## config.mk

```make
export PLATFORM = sky130hd
export DESIGN_NAME = lwe_scale
export DESIGN_NICKNAME = d
export VERILOG_FILES = /design/src/design/lwe_pkg.sv /design/src/design/lwe_scale.sv
export SDC_FILE = /design/constraint.sdc
export NUM_CORES = 1
export LEC_CHECK = 0
export ABC_AREA = 1
export ABC_CLOCK_PERIOD_IN_PS = 4410
export BUFFER_PORTS_ARGS = -buffer_cell sky130_fd_sc_hd__buf_2
export CORE_ASPECT_RATIO = 1.2
export CORE_MARGIN = 4
export CORE_UTILIZATION = 50
export DETAILED_ROUTE_END_ITERATION = 12
export PLACE_DENSITY = 0.8
export SYNTH_ARGS = -nofsm -noshare
export SYNTH_HDL_FRONTEND = slang
export SYNTH_SLANG_ARGS = --single-unit
```

## constraint.sdc

```tcl
create_clock -name clk_i -period 4.41 [get_ports clk_i]
set_input_delay 0.882 -clock clk_i [delete_from_list [all_inputs] [get_ports clk_i]]
set_output_delay 0.882 -clock clk_i [all_outputs]
set_load 0.02 [all_outputs]
```

## src/design/lwe_pkg.sv

```systemverilog
// Shared widths, codes and reset values for the LSB watermark embedder.
`timescale 1ns / 1ps
`default_nettype none
package lwe_pkg;

  localparam int unsigned MAX_IMAGE_SIDE = 4096;
  localparam int unsigned MARK_DEPTH     = 4096;

  localparam int unsigned COORD_W    = $clog2(MAX_IMAGE_SIDE);
  localparam int unsigned DIM_W      = COORD_W + 1;
  localparam int unsigned MSIZE_W    = 7;
  localparam int unsigned COL_W      = 8;
  localparam int unsigned MARK_AW    = $clog2(MARK_DEPTH);
  localparam int unsigned CFG_IDX_W  = 3;
  localparam int unsigned CFG_DATA_W = DIM_W;

  localparam int unsigned QUOT_W       = MSIZE_W;
  localparam int unsigned REM_W        = COORD_W + MSIZE_W;
  localparam int unsigned DIV_W        = REM_W + 1;
  localparam int unsigned SCALE_STAGES = QUOT_W + 1;
  localparam int unsigned IDX_STAGE    = SCALE_STAGES;
  localparam int unsigned OUT_STAGE    = SCALE_STAGES + 1;
  localparam int unsigned PIPE_STAGES  = SCALE_STAGES + 2;
  localparam int unsigned IDX_SUM_W    = 2 * MSIZE_W + 1;

  localparam logic [COL_W-1:0] GREY_THRESHOLD = COL_W'(128);

  localparam logic [DIM_W-1:0]   IMAGE_WIDTH_RST  = DIM_W'(640);
  localparam logic [DIM_W-1:0]   IMAGE_HEIGHT_RST = DIM_W'(480);
  localparam logic [MSIZE_W-1:0] MARK_WIDTH_RST   = MSIZE_W'(64);
  localparam logic [MSIZE_W-1:0] MARK_HEIGHT_RST  = MSIZE_W'(64);
  localparam logic [COORD_W-1:0] ROW_FIRST_RST    = '0;
  localparam logic [DIM_W-1:0]   ROW_END_RST      = DIM_W'(MAX_IMAGE_SIDE);

  typedef enum logic {
    CMD_LOAD  = 1'b0,
    CMD_PIXEL = 1'b1
  } cmd_e;

  typedef enum logic [CFG_IDX_W-1:0] {
    CFG_IMAGE_WIDTH  = 3'd0,
    CFG_IMAGE_HEIGHT = 3'd1,
    CFG_MARK_WIDTH   = 3'd2,
    CFG_MARK_HEIGHT  = 3'd3,
    CFG_ROW_FIRST    = 3'd4,
    CFG_ROW_END      = 3'd5
  } cfg_idx_e;

  typedef struct packed {
    logic               en;
    logic               we;
    logic [MARK_AW-1:0] addr;
    logic               wdata;
  } ram_req_t;

endpackage
`default_nettype wire

```

## src/design/lwe_scale.sv

```systemverilog
// Pipelined nearest-neighbour scaler: coord * mark_size / image_size.
`timescale 1ns / 1ps
`default_nettype none
module lwe_scale
  import lwe_pkg::*;
(
  input  wire logic                    clk_i,
  input  wire logic [SCALE_STAGES-1:0] adv_i,
  input  wire logic [COORD_W-1:0]      coord_i,
  input  wire logic [MSIZE_W-1:0]      mark_size_i,
  input  wire logic [DIM_W-1:0]        image_size_i,
  output logic      [QUOT_W-1:0]       quot_o
);

  logic [REM_W-1:0]  rem_q  [SCALE_STAGES];
  logic [QUOT_W-1:0] quot_q [SCALE_STAGES];

  always_ff @(posedge clk_i) begin
    if (adv_i[0]) begin
      rem_q[0]  <= REM_W'(coord_i) * REM_W'(mark_size_i);
      quot_q[0] <= '0;
    end
  end

  // One quotient bit per stage, most significant first.
  for (genvar s = 1; s < SCALE_STAGES; s++) begin : g_step
    logic [DIV_W-1:0] dvs;
    logic             fit;

    assign dvs = DIV_W'(image_size_i) << (QUOT_W - s);
    assign fit = {1'b0, rem_q[s-1]} >= dvs;

    always_ff @(posedge clk_i) begin
      if (adv_i[s]) begin
        rem_q[s]  <= fit ? rem_q[s-1] - dvs[REM_W-1:0] : rem_q[s-1];
        quot_q[s] <= quot_q[s-1] | (QUOT_W'(fit) << (QUOT_W - s));
      end
    end
  end

  assign quot_o = quot_q[SCALE_STAGES-1];

endmodule
`default_nettype wire

```

==> results of run 1 <==
[cell type report]
class,instances,area (um^2)
sequential,161,4835
clock buffer,17,425.4
inverter,283,1065
multi-input combinational,1349,8152
tap,379,474.2
fill,2557,12220
clock inverter,14,172.7
timing repair buffer,92,573.1
[worst max-delay path, stage by stage]
cell     delay (ps)
buf_2           140
nand2_1          80
inv_1            50
fa_1            510
fa_1            520
fa_1            540
inv_1            50
fa_1            530
inv_1            70
ha_4            260
nand2_1         130
inv_1            60
a21oi_1         180
nand2_2         110
nand3_1         100
nand2_1          60
nand2_1          80
nand2_1          60
[flip-flops by register name, indices dropped and copies added, names as in the netlist]
signal  cells
rem_q     133
quot_q     28
[path summary, 6_finish.rpt]
path	slack [ps]	startpoint	endpoint
setup / recovery	180	coord_i[5]	rem_q[0][17]
hold / removal	420	quot_q[1][19]	quot_q[1][26]
setup reg to reg	1670	rem_q[1][5]	rem_q[2][16]
hold reg to reg	420	quot_q[1][19]	quot_q[1][26]
[cells by family after synthesis]
| family | count (synthesis) |
|---|---|
| compound gates | 186 |
| fa+ha+maj | 183 |
| xor+xnor | 55 |
| buf+inv | 310 |
| simple gates | 925 |
| flops | 161 |
[routing by layer]
layer / vias up / share of wire
met5: - / 0.00026
met4: 2 / 0.064
met3: 139 / 0.042
met2: 391 / 0.54
met1: 5773 / 0.36
li1: 6091 / -
[metrics by stage]
| stage | std cells | power, uW | worst slack, ps | util |
|---|---|---|---|---|
| after global placement | 2264 | 8807 | -118.4 | 0.5408 |
| final | 2295 | 10520 | 181.9 | 0.5623 |
| after CTS | 2295 | 10470 | 204.0 | 0.5622 |
| after floorplan | 1820 | 7232 | 1.239 | - |
| after global routing | 2295 | 11390 | -27.87 | 0.5623 |
| after detailed placement | 2264 | 8937 | -288.1 | 0.5408 |
[power breakdown]
part | internal [uW] | switching [uW]
sequential | 2560 | 413
clock | 851 | 651
combinational | 2240 | 3810
[placed cells by master (no fill, tap or decap), drive strengths merged]
| cell type | count |
|---|---|
| inv | 291 |
| a21o | 7 |
| o21bai | 4 |
| nor3 | 12 |
| o21ai | 73 |
| clkinv | 2 |
| and3 | 8 |
| and2 | 7 |
| nor2 | 147 |
| edfxtp | 161 |
| o21a | 2 |
| clkinvlp | 2 |
| nand3 | 116 |
| nor4 | 2 |
| fa | 55 |
| ha | 128 |
| nor3b | 1 |
| clkbuf | 17 |
| a21boi | 2 |
| nand2 | 579 |
| xor2 | 42 |
| a31oi | 3 |
| buf | 92 |
| bufinv | 2 |
| a21oi | 95 |
| or2 | 2 |
| nand4 | 39 |
| xnor2 | 13 |
| nand3b | 12 |
[repair_timing]
| action | CTS | global route |
|---|---|---|
| resized for setup | 0 | 1 |
| hold buffers | 0 | 0 |
| endpoints found under the setup margin | 0 | 3 |
| buffers inserted | 0 | 0 |
==> out/results.tsv, run 1 <==
stage	metric	value	unit
logic_synthesis	post-synthesis adder-cell area fraction	0.1906	
detailed_routing	Vias/cell	5.401	
detailed_routing	TritonRoute pass-1 iters	7	
floorplan	I/O pin cnt	48	
global_routing	most used routing layer	met2	
clocking	CTS sink count	161	
detailed_routing	remaining routing DRC violations	0	
logic_synthesis	Post-synth EDFFs	161	
logic_synthesis	Post-Synth Simple-Gate Area	0.2743	
floorplan	Starting Density	0.5080	
logic_synthesis	synth unique cells	39	
critical_path	critical path launch point type	input port	
sta	setup_tns	0	ps
placed_design	placed cell area	15100	um^2
logic_synthesis	Syn. warnings	0	
logic_synthesis	Post-synth top flop	edfxtp_1	
critical_path	WP data required	4610	ps
global_routing	gr ovfl total	0	
final_layout	design area	15700	um^2
global_routing	first-pass GRT wire length	60840	um
global_routing	largest net degree at the start of global routing	26	
logic_synthesis	Synth async-reset ratio	0	
power_and_ir_drop	PD cells	670.2	nW/um^2
clocking	CTS root buffer	clkbuf_16	
final_layout	layout cells sized above 1	0.08351	
logic_synthesis	most numerous cell in the Yosys netlist	nand2_1	
sta	final-report hold violation count	0	
floorplan	die area	31130	um^2
critical_path	Worst Path Arrival	4430	ps
logic_synthesis	commonest cells in the synthesized netlist	nand2_1, inv_1, edfxtp_1	
placed_design	Port-buffer cells	47	
logic_synthesis	Netlist Area Pre-Place	14180	um^2
clocking	Num CTS Buffers	17	
global_routing	initial antenna violation count	1	
power_and_ir_drop	Peak VDD IR	0.2854	mV
detailed_routing	DR WL/cell	16.78	um
clocking	Worst-Skew Late Latency	440	ps
hold_path	Hold Path Class	reg2reg	
sta	minimum clock period	4228	ps
logic_synthesis	Yosys top cell by area	edfxtp_1	
logic_synthesis	sequential-to-total area share from yosys stat	0.3409	
sta	fin. max-slew vios	0	
clocking	CTS tree	done	
logic_synthesis	Synth top area share	0.3409	
detailed_routing	vias post-DR	12400	
critical_path	Crit Path Max Fanout	7	
floorplan	die width	161.7	um
global_routing	M2 GR Usage	0.4880	
sta	worst relative slew slack	0.4889	
final_layout	Total Nets Final	2128	
clocking	# H-tree levels	4	
placed_design	GPL Wtd Cong	0.9673	
sta	final hold slack	418.8	ps
critical_path	CP endpoint kind	flop	
floorplan	row cnt	67	
sta	fmax	236.5	MHz
logic_synthesis	top cells by area, synth	edfxtp_1, nand2_1, ha_1	
logic_synthesis	XOR/XNOR share of the synthesized area	0.03397	
global_routing	vias in the first global route	12260	
status	run status	finished clean	
sta	Worst Tran Pin Value	758.7	ps
critical_path	Reg2Reg Depth	13	
logic_synthesis	FF+latch count, synth	161	
flow_run	max-cap check violation count	0	
global_routing	GRT Util Overall	0.2493	
sta	Final Setup Violations	0	
floorplan	Core Footprint	27920	um^2
logic_synthesis	Cells after Synth	1820	
final_layout	Antenna Cells	0	
logic_synthesis	Compound-Gate Fraction of Synth Area	0.07094	
detailed_routing	ANT nets after route	0	
global_routing	met3 GRT Util	0.03546	
detailed_routing	initial DRC count	811	
hold_path	worst hold stages	0	
final_layout	Layout area overhead	10.68	%
floorplan	die height	192.5	um
detailed_routing	WL final	38500	um
clocking	Reg clk slew, reported paths	70	ps
power_and_ir_drop	Leakage	0.007936	uW
logic_synthesis	Mapped Avg Cell Area	7.792	um^2
placed_design	DPL Wire Length	31490	um
logic_synthesis	Post-Synthesis Net Count	2044	
critical_path	CP Class	in2reg	
logic_synthesis	mux cell area share after synthesis	0	
sta	Final Skew	10.66	ps
global_routing	met1 Usage GRT	0.2476	
sta	final worst-path cycle share	0.9587	
clocking	CTS max path bufs	2	
logic_synthesis	main combinational cell family by area after synthesis	simple AND/OR/NAND/NOR gates	
No activity file was read; power rests on OpenSTA's default activity.
==> run 2: changes to the inputs <==
- CELL_PAD_IN_SITES_DETAIL_PLACEMENT: not set -> 1
- CELL_PAD_IN_SITES_GLOBAL_PLACEMENT: not set -> 2
- CORE_UTILIZATION: 50 -> 35
- PLACE_DENSITY: 0.8 -> 0.89
==> run 2 against run 1 <==
Die area increased by 41%. Fmax increased by 0.96%. Via count decreased by 0.79%. Non-clock buffer count increased by 3. Highest routed layer unchanged. Final cell count increased by 6.9%. Register-to-register slack improved by 40 ps. Clock power increased by 3%. Sequential power about the same. Combinational power increased by 2%. Largest power group unchanged. Global-route usage decreased by 5.0 points. Core utilization decreased by 16 points.
==> out/results.tsv, run 2 (synthesized netlist as in run 1, its figures left out) <==
stage	metric	value	unit
clocking	CTS tree	done	
final_layout	design area	15920	um^2
detailed_routing	initial DRC count	510	
clocking	Reg clk slew, reported paths	70	ps
clocking	CTS max path bufs	2	
floorplan	row cnt	80	
critical_path	Reg2Reg Depth	13	
sta	final worst-path cycle share	0.9496	
power_and_ir_drop	Int Pwr	5700	uW
detailed_routing	TritonRoute pass-1 iters	5	
sta	fin. max-slew vios	0	
final_layout	Largest register FFs	133	
global_routing	largest net degree at the start of global routing	26	
placed_design	GPL Wtd Cong	0.8779	
detailed_routing	remaining routing DRC violations	0	
final_layout	most frequent cells in the layout	nand2_1, inv_1, edfxtp_1	
global_routing	first-pass GRT wire length	69570	um
detailed_routing	Vias/cell	5.013	
global_routing	gr ovfl total	0	
global_routing	initial antenna violation count	2	
power_and_ir_drop	PD cells	670.7	nW/um^2
final_layout	Biggest register	rem_q	
global_routing	GRT Util Overall	0.1998	
detailed_routing	ANT nets after route	0	
floorplan	Starting Density	0.3551	
hold_path	Hold Path Class	reg2reg	
hold_path	worst hold stages	0	
placed_design	Port-buffer cells	47	
floorplan	die width	191.8	um
critical_path	crit-path cells	buf_2 -> nand2_1 -> inv_1 -> fa_1 -> fa_1 -> fa_1 -> inv_1 -> fa_1 -> inv_1 -> ha_4 -> a21oi_1 -> o21ai_0 -> a21oi_1 -> nand2_1 -> xor2_1	
sta	final-report hold violation count	0	
critical_path	CP dominant cell by count	fa_1	
sta	worst relative slew slack	0.4569	
power_and_ir_drop	register share of total power	0.278	
critical_path	CP Class	in2reg	
placed_design	placed cell area	15310	um^2
final_layout	Antenna Cells	0	
power_and_ir_drop	Clk network pwr share	0.146	
clocking	post-CTS setup buffers	0	
critical_path	WP data required	4610	ps
power_and_ir_drop	Leakage	0.007963	uW
floorplan	I/O pin cnt	48	
power_and_ir_drop	sw frac	0.4661	
clocking	post_cts resized	0	
floorplan	die area	43810	um^2
clocking	hold buffers post-CTS	0	
critical_path	CP peak stage delay	550	ps
floorplan	Core Footprint	39940	um^2
sta	Final Skew	12.34	ps
sta	Worst Tran Pin Value	814.7	ps
sta	Final Setup Violations	0	
status	run status	finished clean	
critical_path	CP endpoint kind	flop	
flow_run	max-cap check violation count	0	
power_and_ir_drop	Comb pwr share	0.577	
clocking	Worst-Skew Late Latency	440	ps
critical_path	Crit Path Max Fanout	8	
clocking	CTS root buffer	clkbuf_16	
critical_path	critical path launch point type	input port	
critical_path	R2R Setup Slk	1710	ps
critical_path	Crit-path slowest cell	fa_1	
detailed_routing	DR WL/cell	17.49	um
sta	fmax	238.8	MHz
final_layout	Layout area overhead	12.26	%
clocking	Num CTS Buffers	17	
power_and_ir_drop	P_sw	4977	uW
placed_design	DPL Wire Length	35420	um
final_layout	Total Nets Final	2131	
global_routing	vias in the first global route	13440	
final_layout	largest registers	rem_q: 133 flops, quot_q: 28 flops	
sta	minimum clock period	4188	ps
clocking	# H-tree levels	4	
detailed_routing	vias post-DR	12300	
sta	final hold slack	421.4	ps
final_layout	layout cells sized above 1	0.08385	
clocking	CTS sink count	161	
sta	RSZ-0062 raised after global routing	no	
final_layout	most common cell after layout, fill and taps aside	nand2_1	
detailed_routing	WL final	42890	um
critical_path	Worst Path Arrival	4380	ps
power_and_ir_drop	Peak VDD IR	0.2913	mV
floorplan	die height	228.5	um
run 2: worst max-delay path: cells and delay by family:
kind            cells  cell delay [ps]
xor+xnor            1              150
buf+inv             4              390
simple gates        2              160
compound gates      3              510
fa+ha+maj           5             2300
run 2: final cells by class:
cell class	instances	area (um^2)
Fill cell	4969	24020
Multi-Input combinational cell	1349	8149
Sequential cell	161	4835
Inverter	283	1065
Tap cell	533	666.9
Timing Repair Buffer	95	595.6
Clock buffer	18	429.2
Clock inverter	14	180.2
run 2: path summary, 6_finish.rpt:
check | start | endpoint
min | quot_q[1][15] | quot_q[1][22]
max | mark_size_i[2] | rem_q[0][15]
max reg2reg | rem_q[1][5] | rem_q[2][15]
min reg2reg | quot_q[1][15] | quot_q[1][22]
run 2: power by group through the flow:
stage / Clock, uW / Sequential (uW) / Combinational [uW]
floorplan: 0 / 2780 / 4450
global placement: 0 / 2980 / 5930
detailed placement: 0 / 3000 / 6140
CTS: 1580 / 2970 / 6200
global route: 1650 / 3010 / 7040
finish: 1550 / 2970 / 6160
run 2: layer usage:
layer,share of wire,routed length (um),GRT usage
met3,0.031,1320,0.03086
met4,0.047,2011,0.08824
met1,0.41,17470,0.2268
met5,0.00030,13,0
met2,0.51,22080,0.3655
run 2: per-stage QoR:
| step | total power [uW] | utilization | instances | setup slack [ps] | setup TNS [ps] |
|---|---|---|---|---|---|
| 2_1_floorplan | 7232 | - | 1820 | 1.239 | 0 |
| 3_3_place_gp | 8907 | 0.3834 | 2421 | -169.6 | -1123 |
| 3_5_place_dp | 9144 | 0.3834 | 2421 | -268.0 | -2208 |
| 4_1_cts | 10750 | 0.3986 | 2453 | 221.0 | 0 |
| 5_1_grt | 11710 | 0.3986 | 2453 | 4.432 | 0 |
| 6_report | 10680 | 0.3986 | 2453 | 222.1 | 0 |
